**src/hw/rtl/tsiw_pkg.sv**
```systemverilog
package tsiw_pkg;

    localparam int COEF_SLOTS = 12;
    localparam int NIB_W      = 4;
    localparam int VAL_W      = 6;
    localparam int WID_W      = 3;
    localparam int CFG_IDX_W  = 8;
    localparam int CFG_DATA_W = 8;

    localparam logic [CFG_IDX_W-1:0] CFG_SHORT = 8'd0;
    localparam logic [CFG_IDX_W-1:0] CFG_RES4  = 8'd1;

    typedef logic [NIB_W-1:0] nib_t;

    typedef enum logic [2:0] {
        FLD_COUNT,
        FLD_RES,
        FLD_LEN,
        FLD_ORD,
        FLD_DIR,
        FLD_COMP,
        FLD_COEF
    } fld_t;

    typedef struct packed {
        logic short_win;
        logic res4;
    } cfg_t;

    typedef struct packed {
        logic in_band;
        nib_t val_plain;
        nib_t val_comp;
    } lane_res_t;

    typedef struct packed {
        logic                    is_filter;
        logic [1:0]              cnt_val;
        logic                    cnt_nz;
        logic [5:0]              len_val;
        logic [3:0]              ord;
        logic                    dir;
        logic                    comp;
        nib_t [COEF_SLOTS-1:0]   coef;
    } item_t;

endpackage

```
**src/hw/rtl/tsiw_lane.sv**
```systemverilog
module tsiw_lane (
    input  tsiw_pkg::nib_t      nib,
    input  logic                res4,
    output tsiw_pkg::lane_res_t res
);
    import tsiw_pkg::*;

    nib_t v;
    nib_t lo_idx;
    nib_t hi_idx;
    nib_t down_step;

    always_comb begin
        v         = res4 ? nib : {1'b0, nib[NIB_W-2:0]};
        lo_idx    = res4 ? 4'd4  : 4'd2;
        hi_idx    = res4 ? 4'd11 : 4'd5;
        down_step = res4 ? 4'd8  : 4'd4;
        res.in_band   = (v >= lo_idx) && (v <= hi_idx);
        res.val_plain = v;
        // Only indices above the middle band move down when compressed.
        res.val_comp  = (v > hi_idx) ? v - down_step : v;
    end

endmodule

```
**src/hw/rtl/tsiw_emit.sv**
```systemverilog
module tsiw_emit (
    input  logic                          aclk,
    input  logic                          aresetn,
    input  tsiw_pkg::cfg_t                cfg,
    input  logic                          in_valid,
    output logic                          in_ready,
    input  tsiw_pkg::item_t               in_item,
    output logic                          out_valid,
    input  logic                          out_ready,
    output logic [tsiw_pkg::VAL_W-1:0]    out_value,
    output logic [tsiw_pkg::WID_W-1:0]    out_width,
    output logic                          out_last
);
    import tsiw_pkg::*;

    fld_t              state_reg, state_next;
    logic [3:0]        idx_reg, idx_next;
    logic              busy_reg, busy_next;
    item_t             item_reg;
    logic              m_valid_reg, m_valid_next;
    logic [VAL_W-1:0]  m_value_reg;
    logic [WID_W-1:0]  m_width_reg;
    logic              m_last_reg;

    logic [VAL_W-1:0]  fld_val;
    logic [WID_W-1:0]  fld_wid;
    logic              fld_last;
    nib_t              coef_cur;
    logic [WID_W-1:0]  clen;
    logic              out_load;
    logic              take;

    assign out_load = busy_reg && (!m_valid_reg || out_ready);
    assign in_ready = !busy_reg || (out_load && fld_last);
    assign take     = in_valid && in_ready;

    assign coef_cur = item_reg.coef[idx_reg];

    // Field produced by the current state.
    always_comb begin
        fld_val  = '0;
        fld_wid  = 3'd1;
        fld_last = 1'b0;
        clen     = cfg.res4 ? (item_reg.comp ? 3'd3 : 3'd4)
                            : (item_reg.comp ? 3'd2 : 3'd3);
        unique case (state_reg)
            FLD_COUNT: begin
                fld_val  = {4'd0, item_reg.cnt_val};
                fld_wid  = cfg.short_win ? 3'd1 : 3'd2;
                fld_last = !item_reg.cnt_nz;
            end
            FLD_RES: begin
                fld_val  = {5'd0, cfg.res4};
                fld_last = 1'b1;
            end
            FLD_LEN: begin
                fld_val = item_reg.len_val;
                fld_wid = cfg.short_win ? 3'd4 : 3'd6;
            end
            FLD_ORD: begin
                fld_val  = {2'd0, item_reg.ord};
                fld_wid  = cfg.short_win ? 3'd3 : 3'd5;
                fld_last = (item_reg.ord == 4'd0);
            end
            FLD_DIR: begin
                fld_val = {5'd0, item_reg.dir};
            end
            FLD_COMP: begin
                fld_val = {5'd0, item_reg.comp};
            end
            FLD_COEF: begin
                case (clen)
                    3'd2:    fld_val = {4'd0, coef_cur[1:0]};
                    3'd3:    fld_val = {3'd0, coef_cur[2:0]};
                    default: fld_val = {2'd0, coef_cur};
                endcase
                fld_wid  = clen;
                fld_last = (idx_reg == item_reg.ord - 4'd1);
            end
            default: begin
                fld_val  = '0;
                fld_wid  = 3'd1;
                fld_last = 1'b1;
            end
        endcase
    end

    // Sequencing through the fields of one item.
    always_comb begin
        state_next = state_reg;
        idx_next   = idx_reg;
        busy_next  = busy_reg;
        if (out_load) begin
            if (fld_last) begin
                busy_next = 1'b0;
            end else begin
                unique case (state_reg)
                    FLD_COUNT: state_next = FLD_RES;
                    FLD_LEN:   state_next = FLD_ORD;
                    FLD_ORD:   state_next = FLD_DIR;
                    FLD_DIR:   state_next = FLD_COMP;
                    FLD_COMP: begin
                        state_next = FLD_COEF;
                        idx_next   = 4'd0;
                    end
                    FLD_COEF:  idx_next = idx_reg + 4'd1;
                    default:   state_next = state_reg;
                endcase
            end
        end
        if (take) begin
            busy_next  = 1'b1;
            state_next = in_item.is_filter ? FLD_LEN : FLD_COUNT;
            idx_next   = 4'd0;
        end
    end

    always_comb begin
        m_valid_next = m_valid_reg;
        if (out_load) begin
            m_valid_next = 1'b1;
        end else if (out_ready) begin
            m_valid_next = 1'b0;
        end
    end

    always_ff @(posedge aclk) begin
        if (!aresetn) begin
            state_reg   <= FLD_COUNT;
            idx_reg     <= 4'd0;
            busy_reg    <= 1'b0;
            m_valid_reg <= 1'b0;
        end else begin
            state_reg   <= state_next;
            idx_reg     <= idx_next;
            busy_reg    <= busy_next;
            m_valid_reg <= m_valid_next;
        end
    end

    always_ff @(posedge aclk) begin
        if (take) begin
            item_reg <= in_item;
        end
        if (out_load) begin
            m_value_reg <= fld_val;
            m_width_reg <= fld_wid;
            m_last_reg  <= fld_last;
        end
    end

    assign out_valid = m_valid_reg;
    assign out_value = m_value_reg;
    assign out_width = m_width_reg;
    assign out_last  = m_last_reg;

endmodule

```
**src/hw/rtl/tns_side_info_writer.sv**
```systemverilog
// TNS side-information writer. Each input item becomes a run of bitstream
// fields, one field per cycle on the result channel when not back-pressured,
// tlast on the last one. A window-start item gives 1 or 2 fields, a filter
// item 2 to 16 (length, order, direction, compression flag, then one field
// per coefficient); the field sequencer is the rate limit. Twelve coefficient
// lanes check the band and form the compressed indices in the cycle an item
// is accepted, and the next item is accepted in the same cycle as the last
// field of the current one is loaded into the output register. Configuration
// must be written by the user only while the block idles (not enforced).
module tns_side_info_writer #(
    parameter int MAX_ORDER = 12
) (
    input  logic        aclk,
    input  logic        aresetn,
    input  logic        s_tvalid,
    output logic        s_tready,
    // filter_count[1:0], region_length[7:2], filter_order[11:8],
    // direction[12], coef_indices[60:13], zero[63:61]
    input  logic [63:0] s_tdata,
    // action[0]
    input  logic [0:0]  s_tuser,
    output logic        m_tvalid,
    input  logic        m_tready,
    // field_value[5:0], field_width[8:6], zero[15:9]
    output logic [15:0] m_tdata,
    output logic        m_tlast,
    input  logic        cfg_wvalid,
    output logic        cfg_wready,
    input  logic [7:0]  cfg_windex,
    input  logic [7:0]  cfg_wdata
);
    import tsiw_pkg::*;

    localparam int ORD_CAP = (MAX_ORDER < COEF_SLOTS) ? MAX_ORDER : COEF_SLOTS;
    localparam int ORD_CAP_SHORT = (ORD_CAP < 7) ? ORD_CAP : 7;
    localparam logic [3:0] ORD_TOP_LONG  = 4'(ORD_CAP);
    localparam logic [3:0] ORD_TOP_SHORT = 4'(ORD_CAP_SHORT);

    logic short_reg;
    logic res4_reg;
    cfg_t cfg;

    logic [1:0]              in_cnt;
    logic [5:0]              in_len;
    logic [3:0]              in_ord;
    logic [3:0]              ord_top;
    logic [3:0]              ord_sat;
    nib_t [COEF_SLOTS-1:0]   in_coef;
    lane_res_t [COEF_SLOTS-1:0] lane_res;
    logic                    comp;
    item_t                   item;

    logic              emit_out_valid;
    logic [VAL_W-1:0]  emit_value;
    logic [WID_W-1:0]  emit_width;
    logic              emit_last;

    assign cfg_wready = 1'b1;

    always_ff @(posedge aclk) begin
        if (!aresetn) begin
            short_reg <= 1'b0;
            res4_reg  <= 1'b1;
        end else if (cfg_wvalid) begin
            unique case (cfg_windex)
                CFG_SHORT: short_reg <= cfg_wdata[0];
                CFG_RES4:  res4_reg  <= cfg_wdata[0];
                default: ;
            endcase
        end
    end

    assign cfg.short_win = short_reg;
    assign cfg.res4      = res4_reg;

    assign in_cnt  = s_tdata[1:0];
    assign in_len  = s_tdata[7:2];
    assign in_ord  = s_tdata[11:8];
    assign in_coef = s_tdata[60:13];

    assign ord_top = short_reg ? ORD_TOP_SHORT : ORD_TOP_LONG;
    assign ord_sat = (in_ord > ord_top) ? ord_top : in_ord;

    genvar g;
    generate
        for (g = 0; g < COEF_SLOTS; g++) begin : g_lane
            tsiw_lane u_lane (
                .nib  (in_coef[g]),
                .res4 (res4_reg),
                .res  (lane_res[g])
            );
        end
    endgenerate

    // Merge: compression holds only when no used index is in the middle band.
    always_comb begin
        comp = 1'b1;
        for (int i = 0; i < COEF_SLOTS; i++) begin
            if (lane_res[i].in_band && (4'(i) < ord_sat)) begin
                comp = 1'b0;
            end
        end
    end

    always_comb begin
        item.is_filter = s_tuser[0];
        item.cnt_nz    = (in_cnt != 2'd0);
        item.cnt_val   = short_reg ? {1'b0, item.cnt_nz} : in_cnt;
        item.len_val   = (short_reg && (in_len > 6'd15)) ? 6'd15 : in_len;
        item.ord       = ord_sat;
        item.dir       = s_tdata[12];
        item.comp      = comp;
        for (int i = 0; i < COEF_SLOTS; i++) begin
            item.coef[i] = comp ? lane_res[i].val_comp : lane_res[i].val_plain;
        end
    end

    tsiw_emit u_emit (
        .aclk      (aclk),
        .aresetn   (aresetn),
        .cfg       (cfg),
        .in_valid  (s_tvalid),
        .in_ready  (s_tready),
        .in_item   (item),
        .out_valid (emit_out_valid),
        .out_ready (m_tready),
        .out_value (emit_value),
        .out_width (emit_width),
        .out_last  (emit_last)
    );

    assign m_tvalid = emit_out_valid;
    assign m_tdata  = {7'd0, emit_width, emit_value};
    assign m_tlast  = emit_last;

endmodule

```
**config.mk**
```make
export PLATFORM = sky130hd
export DESIGN_NAME = tns_side_info_writer
export DESIGN_NICKNAME = d
export VERILOG_FILES = /design/src/hw/rtl/tsiw_pkg.sv /design/src/hw/rtl/tsiw_lane.sv /design/src/hw/rtl/tsiw_emit.sv /design/src/hw/rtl/tns_side_info_writer.sv
export SDC_FILE = /design/constraint.sdc
export NUM_CORES = 1
export LEC_CHECK = 0
export BUFFER_PORTS_ARGS = -buffer_cell sky130_fd_sc_hd__clkbuf_2
export CAP_MARGIN = 20
export CORE_AREA = 3 3 148 121
export CTS_BUF_LIST = sky130_fd_sc_hd__clkbuf_8
export DETAILED_ROUTE_END_ITERATION = 6
export DIE_AREA = 0 0 151 124
export HOLD_SLACK_MARGIN = 0.1
export SETUP_SLACK_MARGIN = 0.05
export SYNTH_ARGS = -nofsm -noshare
export SYNTH_HDL_FRONTEND = slang
export SYNTH_SLANG_ARGS = --single-unit
```
**constraint.sdc**
```tcl
create_clock -name aclk -period 6.5 [get_ports aclk]
set_input_delay 1.3 -clock aclk [delete_from_list [all_inputs] [get_ports aclk]]
set_output_delay 1.3 -clock aclk [all_outputs]
set_load 0.03 [all_outputs]
```
==> flow_summary.ini, run 1 <==
[min_path]
min_path_type = register to register
hold_start = u_emit.busy_reg

[die]
die-area_sq_mm = 0.01872
die_height_um = 124
coreArea_sq_mm = 0.01650
num_io_pins = 106
start_util_pct = 34.73
die_w_um = 151
placementRows = 42

[worst_setup_path]
slowest_stage = a21oi_2
path_cells = inv_1, buf_4, ha_1, inv_1, a31oi_1, o2bb2ai_1, o32ai_1, a211oi_1, a21oi_2, buf_4, o21ai_0, o21ai_0
cp_top_family = compound AO/OA/AOI/OAI gates
reg2reg_from = res4_reg
cp_max_fo = 25
critPathLaunch = res4_reg
cp_data_required_time_ns = 6.65
crit_path_end_kind = register
cp.arrival_ns = 4.44
max_stage_delay_ns = 0.65
worst-path-buf-inv = 4
worstSetupStartpointType = register
path_class = register to register

[synth]
ys.flop_type = edfxtp_1
synth_seq_cells = 84
ys_async_sr_fraction_pct = 0
ys_types = 66
synth_warnings = 0
yosysSeqAreaShare_pct = 42.10
synth.avg_cell_area_sq_um = 10.38
syn-instance-count = 552
synth_area_sq_mm = 0.005730
synth_edf_count = 73

[layout]
final_nets = 759
diodes = 0
synthToLayoutAreaGrowth_pct = 14.13
largest_reg_flops = 63
num-fill-cells = 1618
layout-drive-gt1-share_pct = 22.83

[grt]
track_usage_pct = 15.76
antenna_found_initial = 0
overflow = 0
grt_pass1_wl_um = 22680
grt_pass1_vias = 4404
grt_start_max_net_pins = 60

[clock_network]
cts_resized = 0
insertion_delay_ns = 0.38
clock_sinks = 84
cts_hold_buf = 0
h-tree-depth = 3
cts-root-buf = clkbuf_8
postCtsSetupBuffers = 0
cts_buffers = 9
path_clk_slew_ns = 0.09
clock_path_buffers = 2
cts_tree = yes

[routing]
wl_um = 14650
drtIter0Drc = 283
drc = 0
vias_per_cell = 5.347
drtPass1Iterations = 7
antenna_left = 0
routed-via-count = 4572
wl_per_cell_um = 17.14

[sta]
hold_violations = 0
setup_violations = 0
final.min_clock_period_ns = 4.286
fmax_mhz = 233.3
skew_ns = 0.009907
report.final.slew_viol_count = 0
rsz0062_at_grt = false
tns_ns = 0
holdWs_ns = 0.4898
finalCritPeriodShare_pct = 65.94
worstMarginPinSlew_ns = 0.9545
slew_headroom_pct = 36.28

[run]
cap_violations = 0

[pwr]
ir_drop_mv = 0.08852
cellLeakagePower_uw = 0.002617
powerDensity_mw_per_mm2 = 194.7

[place]
hpwl_um = 11100
gp_congestion = 0.8751
io_buffers = 87

[outcome]
outcome = finished clean
## power breakdown
part           leakage [uW]  internal [uW]  total, uW  switching (uW)
clock              0.000104            185        396             212
sequential         0.000790            631        648            17.2
combinational       0.00172           85.5        229             143
## per-stage QoR
| stage | setup slack (ns) | cells | total power (uW) | utilization, % | area (sq um) |
|---|---|---|---|---|---|
| after CTS | 2.298 | 855 | 1288 | 39.63 | 6540 |
| after floorplan | 2.707 | 558 | 811.6 | - | 5753 |
| final | 2.214 | 855 | 1273 | 39.63 | 6540 |
| after detailed placement | 1.973 | 839 | 889.6 | 38.38 | 6334 |
| after global placement | 1.977 | 839 | 881.2 | 38.38 | 6334 |
| after global routing | 2.041 | 855 | 1336 | 39.63 | 6540 |
## final timing paths
path	slack (ns)	to	depth (start not counted)
worst max-delay path	2.21	u_emit.item_reg[47]	12
worst min-delay path	0.49	u_emit.out_valid	2
worst max register to register	2.21	u_emit.item_reg[47]	12
worst min register to register	0.49	u_emit.out_valid	2
## placed cells by master (no fill, tap or decap), drive strengths merged, types with 10 or more instances in the layout
| master | instances |
|---|---|
| nand3 | 14 |
| or3 | 10 |
| dfxtp | 11 |
| a21oi | 38 |
| nor2 | 26 |
| mux2i | 19 |
| ha | 43 |
| nand2b | 29 |
| inv | 48 |
| nand2 | 32 |
| nand4 | 14 |
| o21ai | 33 |
| clkbuf | 96 |
| mux4 | 12 |
| edfxtp | 73 |
| a31oi | 13 |
## area by class of cell
type | count | area [sq um] | area share (%)
clock buffers | 9 | 123.9 | 1.894
inverters | 45 | 168.9 | 2.583
clock inverters | 7 | 82.58 | 1.263
multi-input cells | 397 | 2997 | 45.82
flip-flops and latches | 84 | 2412 | 36.89
repair buffers | 93 | 480.5 | 7.346
well taps | 220 | 275.3 | 4.209
## cell families after synthesis
| group | Yosys count | share of synthesized area, % |
|---|---|---|
| muxes | 35 | 8.886 |
| xor gates and xnor gates | 7 | 1.070 |
| AOI/OAI and AO/OA | 134 | 15.20 |
| buffers and inverters | 77 | 6.004 |
| DFF | 84 | 42.10 |
| and+or+nand+nor | 170 | 17.23 |
| other | 2 | 0.1311 |
| adders and majority gates | 43 | 9.389 |
## worst min-delay path: stages, from the launching register on
cell	delay, ns
dfxtp_1	0.33
inv_1	0.05
a21boi_0	0.07
## cells in the mapped netlist (5+ instances only)
master     count  area [sq um]
edfxtp_1      73          2192
inv_1         44         165.2
ha_1          43         538.0
a21oi_1       37         185.2
nand2_1       31         116.4
o21ai_0       30         150.1
nand2b_1      29         181.4
nor2_1        26         97.59
mux2i_1       19         190.2
nand3_1       14         70.07
a31oi_1       13         81.33
clkbuf_1      13         48.80
mux4_2        12         270.3
dfxtp_1       11         220.2
nand4_1       11         68.82
or3_1         10         62.56
buf_4          9         67.56
and2_1         8         50.05
o22ai_1        7         43.79
o2bb2ai_1      7         61.31
nor2b_1        6         37.54
nor3_1         6         30.03
buf_2          5         25.02
o211ai_1       5         37.54
## per-layer routing
layer	GRT usage, %	share of wire, %	vias to the layer above
met3	3.929	6.5	22
met1	20.11	43	2198
met2	26.26	49	150
li1	-	-	2202
met5	0	0	-
met4	5.323	1.8	0
No activity file was read; power rests on OpenSTA's default activity.
==> run 2, diff against run 1 <==
clock period = 3.5 ns   (was 6.5 ns; I/O delays follow)
==> run 2 against run 1 <==
Net effect: clock-buffer cell count unchanged; largest power group unchanged; sequential share of layout area is 1.1 points lower; largest cell class unchanged; maximum frequency rose by 34%; wire length increased by 2.2%; highest routed layer unchanged; non-clock buffer count grew 19.
==> flow_summary.ini, run 2 (same netlist as run 1, synthesis figures left out) <==
[outcome]
outcome = finished clean

[place]
gp_congestion = 0.9194
place_ws_ns = 0.08180
hpwl_um = 11750
io_buffers = 87

[worst_setup_path]
cp_data_required_time_ns = 3.65
path_class = register to register
r2r_cells = 12
worstSetupStartpointType = register
reg2reg_from = res4_reg
cp_max_fo = 13
crit_path_end_kind = register
cp.arrival_ns = 3.34
critPathLaunch = res4_reg

[sta]
worstMarginPinSlew_ns = 0.5812
hold_violations = 0
fin_ws_ns = 0.3034
report.final.slew_viol_count = 0
slew_headroom_pct = 61.13
setup_violations = 0
final.min_clock_period_ns = 3.197
skew_ns = 0.008844
rsz0062_at_grt = false
tns_ns = 0
finalCritPeriodShare_pct = 91.33
fmax_mhz = 312.8

[grt]
antenna_found_initial = 0
grt_pass1_wl_um = 23630
grt_pass1_vias = 4547
grt_start_max_net_pins = 34
overflow = 0
track_usage_pct = 16.35

[clock_network]
insertion_delay_ns = 0.37
cts_tree = yes
cts-root-buf = clkbuf_8
path_clk_slew_ns = 0.09
cts_hold_buf = 0
h-tree-depth = 3
cts_buffers = 9
clock_sinks = 84
clock_path_buffers = 2

[die]
coreArea_sq_mm = 0.01650
start_util_pct = 34.73
die_height_um = 124
placementRows = 42
num_io_pins = 106
die_w_um = 151
die-area_sq_mm = 0.01872

[layout]
final_nets = 778
final_cell_mix = clkbuf_2 (87), edfxtp_1 (73), inv_1 (43), ha_1 (43), a21oi_1 (37)
largest_reg_flops = 63
layout-drive-gt1-share_pct = 25.38
synthToLayoutAreaGrowth_pct = 17.82
diodes = 0
final_common_cell = clkbuf_2

[min_path]
holdPathStages = 2
min_path_type = register to register
hold_start = u_emit.busy_reg

[routing]
drc = 0
wl_per_cell_um = 17.13
wl_um = 14970
vias_per_cell = 5.326
drtPass1Iterations = 4
antenna_left = 0
routed-via-count = 4655
drtIter0Drc = 287

[pwr]
cellLeakagePower_uw = 0.002726
total_power_uw = 2402
ir_drop_mv = 0.1807
powerDensity_mw_per_mm2 = 355.7

[run]
cap_violations = 0
## run 2: worst max-delay path, cell delays in order, from the launching register on
cell and delay [ns]:
dfxtp_2 0.34, buf_4 0.19, buf_4 0.19, ha_1 0.33
a21oi_1 0.07, a31oi_1 0.25, o21bai_1 0.16, a221oi_1 0.11
o211ai_1 0.34, buf_4 0.25, nand2_2 0.11, or2_1 0.29
o41ai_1 0.33
## run 2: what timing repair did
action                                 CTS  global route
endpoints found under the hold margin    0             0
resized for setup                        0             1
buffers inserted                         0             0
setup endpoints to repair                0             1
## run 2: final cells by class
class | instances | area [sq um]
tap | 220 | 275.3
sequential | 84 | 2414
clock buffer | 9 | 123.9
fill | 1616 | 9749
inverter | 45 | 172.7
clock inverter | 7 | 88.84
timing repair buffer | 112 | 673.1
multi-input combinational | 397 | 3004
## run 2: worst paths after layout
check / to / slack, ns
setup / recovery: u_emit.item_reg[22] / 0.30
hold / removal: u_emit.out_valid / 0.50
setup reg to reg: u_emit.item_reg[22] / 0.30
hold reg to reg: u_emit.out_valid / 0.50
## run 2: per-layer routing
metal	track usage (%)	part of all wire [%]	wire length (um)
met3	3.747	5.7	856
met5	0	0	0
met4	5.436	2.2	336
met1	21.72	45	6763
met2	26.51	47	7013
## run 2: where the power goes
group          internal (uW)  switching, uW  leakage (uW)  total, uW
sequential              1170           22.2      0.000789       1190
combinational            182            284       0.00183        466
clock                    349            393      0.000106        743
total                   1700            699       0.00273       2400
## run 2: through the flow
step	hold WS, ns	utilization [%]	std cells	instance area [sq um]
floorplan	0.4439	-	558	5759
global placement	0.4533	39.58	858	6531
detailed placement	0.4929	39.58	858	6531
CTS	0.4809	40.87	874	6744
global route	0.4786	40.92	874	6751
finish	0.4958	40.92	874	6751
==> run 3, diff against run 2 <==
==> constraint.sdc (replaced) <==
create_clock -name aclk -period 3.5 [get_ports aclk]
set_input_delay 0.175 -clock aclk [delete_from_list [all_inputs] [get_ports aclk]]
set_output_delay 0.175 -clock aclk [all_outputs]
set_load 0.03 [all_outputs]
==> run 3 against run 2 <==
Net effect: combinational power grew 5.6%; global-route usage is 0.48 points higher; register-to-register slack better by 0.03 ns.
==> flow_summary.ini, run 3 (same netlist as run 1, synthesis figures left out) <==
[routing]
routed-via-count = 4802
antenna_left = 0
wl_per_cell_um = 16.76
drtIter0Drc = 254
drc = 0
vias_per_cell = 5.300
wl_um = 15180
drtPass1Iterations = 5

[clock_network]
cts_buffers = 9
cts_tree = yes
h-tree-depth = 3
cts_resized = 0
insertion_delay_ns = 0.37
clock_path_buffers = 2
clock_sinks = 84
postCtsSetupBuffers = 0
path_clk_slew_ns = 0.10
cts-root-buf = clkbuf_8

[grt]
grt_start_max_net_pins = 44
grt_pass1_wl_um = 24270
overflow = 0
track_usage_pct = 16.83
grt_pass1_vias = 4772
antenna_found_initial = 0

[layout]
multiInputGateArea_sq_mm = 0.002997
layout-drive-gt1-share_pct = 22.89
largest_reg_flops = 63
final_common_cell = clkbuf_2
final_nets = 810
fin_cells = 906
seq_area_sq_mm = 0.002414
final_cell_mix = clkbuf_2 (87), edfxtp_1 (73), inv_1 (43), ha_1 (43), dlygate4sd3_1 (40)
synthToLayoutAreaGrowth_pct = 23.67
final_util_pct = 42.95
num-fill-cells = 1614
diodes = 0

[pwr]
p_int_uw = 1659
netSwitchingPower_uw = 717.9
sw_frac_of_total_pct = 30.21
cellLeakagePower_uw = 0.002856
p_clk_share_pct = 29.1
ir_drop_mv = 0.1645
powerDensity_mw_per_mm2 = 335.4
comb_power_share_pct = 20.7
pwr-share-seq_pct = 50.2

[sta]
slew_headroom_pct = 61.74
report.final.slew_viol_count = 0
worstMarginPinSlew_ns = 0.5722
fmax_mhz = 315.9
rsz0062_at_grt = false
finalCritPeriodShare_pct = 90.44
skew_ns = 0.01043
final.min_clock_period_ns = 3.165
hold_violations = 0
tns_ns = 0
setup_violations = 0

[die]
coreArea_sq_mm = 0.01650
die-area_sq_mm = 0.01872
placementRows = 42
start_util_pct = 34.73
die_height_um = 124
num_io_pins = 106
die_w_um = 151

[worst_setup_path]
cp.arrival_ns = 3.38
path_cells = inv_1, ha_1, nor2b_4, o311a_4, mux2_4, and4_4, o31ai_4, buf_4, nand4_1, nor3b_1, mux2i_1
slowest_stage = o31ai_4
max_stage_delay_ns = 0.38
crit_path_end_kind = register
worstSetupStartpointType = register
path_class = register to register
cp_max_fo = 6
cp_data_required_time_ns = 3.72

[place]
io_buffers = 87
hpwl_um = 11530
gp_congestion = 0.8940
dp_cells = 850

[min_path]
min_path_type = input pin to register

[outcome]
outcome = finished clean

[run]
cap_violations = 0
-- run 3: repair_timing --
action	in CTS	in global routing
endpoints found under the hold margin	38	0
hold buffers	40	0
endpoints found under the setup margin	0	0
-- run 3: worst paths after layout --
path	start	endpoint	slack, ns	cells after the start
setup / recovery	short_reg	u_emit.item_reg[38]	0.33	11
setup reg to reg	short_reg	u_emit.item_reg[38]	0.33	11
hold / removal	m_tready	u_emit.out_valid	0.13	3
hold reg to reg	u_emit.busy_reg	u_emit.out_valid	0.48	2
-- run 3: worst max-delay path: cells and delay by family (launching register included) --
kind                     cells  cell delay, ns
AO/OA/AOI/OAI                2            0.72
AND/OR/NAND/NOR              4            0.72
buffers and inverters        2            0.40
flip-flops                   1            0.32
adder cells (fa/ha/maj)      1            0.28
multiplexers                 2            0.56
-- run 3: cell type report --
type                       count  area share, %
inverter                      45          2.436
clock buffer                   9          1.748
timing repair buffer         144          14.48
sequential                    84          34.06
multi-input combinational    397          42.28
clock inverter                 7          1.112
tap                          220          3.884
-- run 3: routing by layer --
layer	GRT usage, %	part of all wire (%)	up-vias	routed length [um]
met3	3.165	5.6	29	848
met4	6.059	2.3	0	352
met2	28.16	48	159	7251
li1	-	-	2299	-
met5	0	0	-	0
met1	21.89	44	2315	6732
-- run 3: per-stage QoR --
step                      hold slack [ns]  power (uW)  setup WS (ns)  cell area (sq um)
after floorplan                    0.2369        1507         0.1823               5759
after global placement             0.3563        1661         0.4305               6484
after detailed placement           0.3628        1674         0.3675               6484
after CTS                          0.1035        2411         0.3264               7087
after global routing               0.1337        2502        0.09009               7087
final                              0.1267        2377         0.3346               7087
-- run 3: power groups by stage --
stage,logic (uW),clock network (uW),registers (uW)
2_1_floorplan,278,0,1230
3_3_place_gp,446,0,1220
3_5_place_dp,456,0,1220
4_1_cts,492,724,1190
5_1_grt,543,759,1200
6_report,492,691,1190
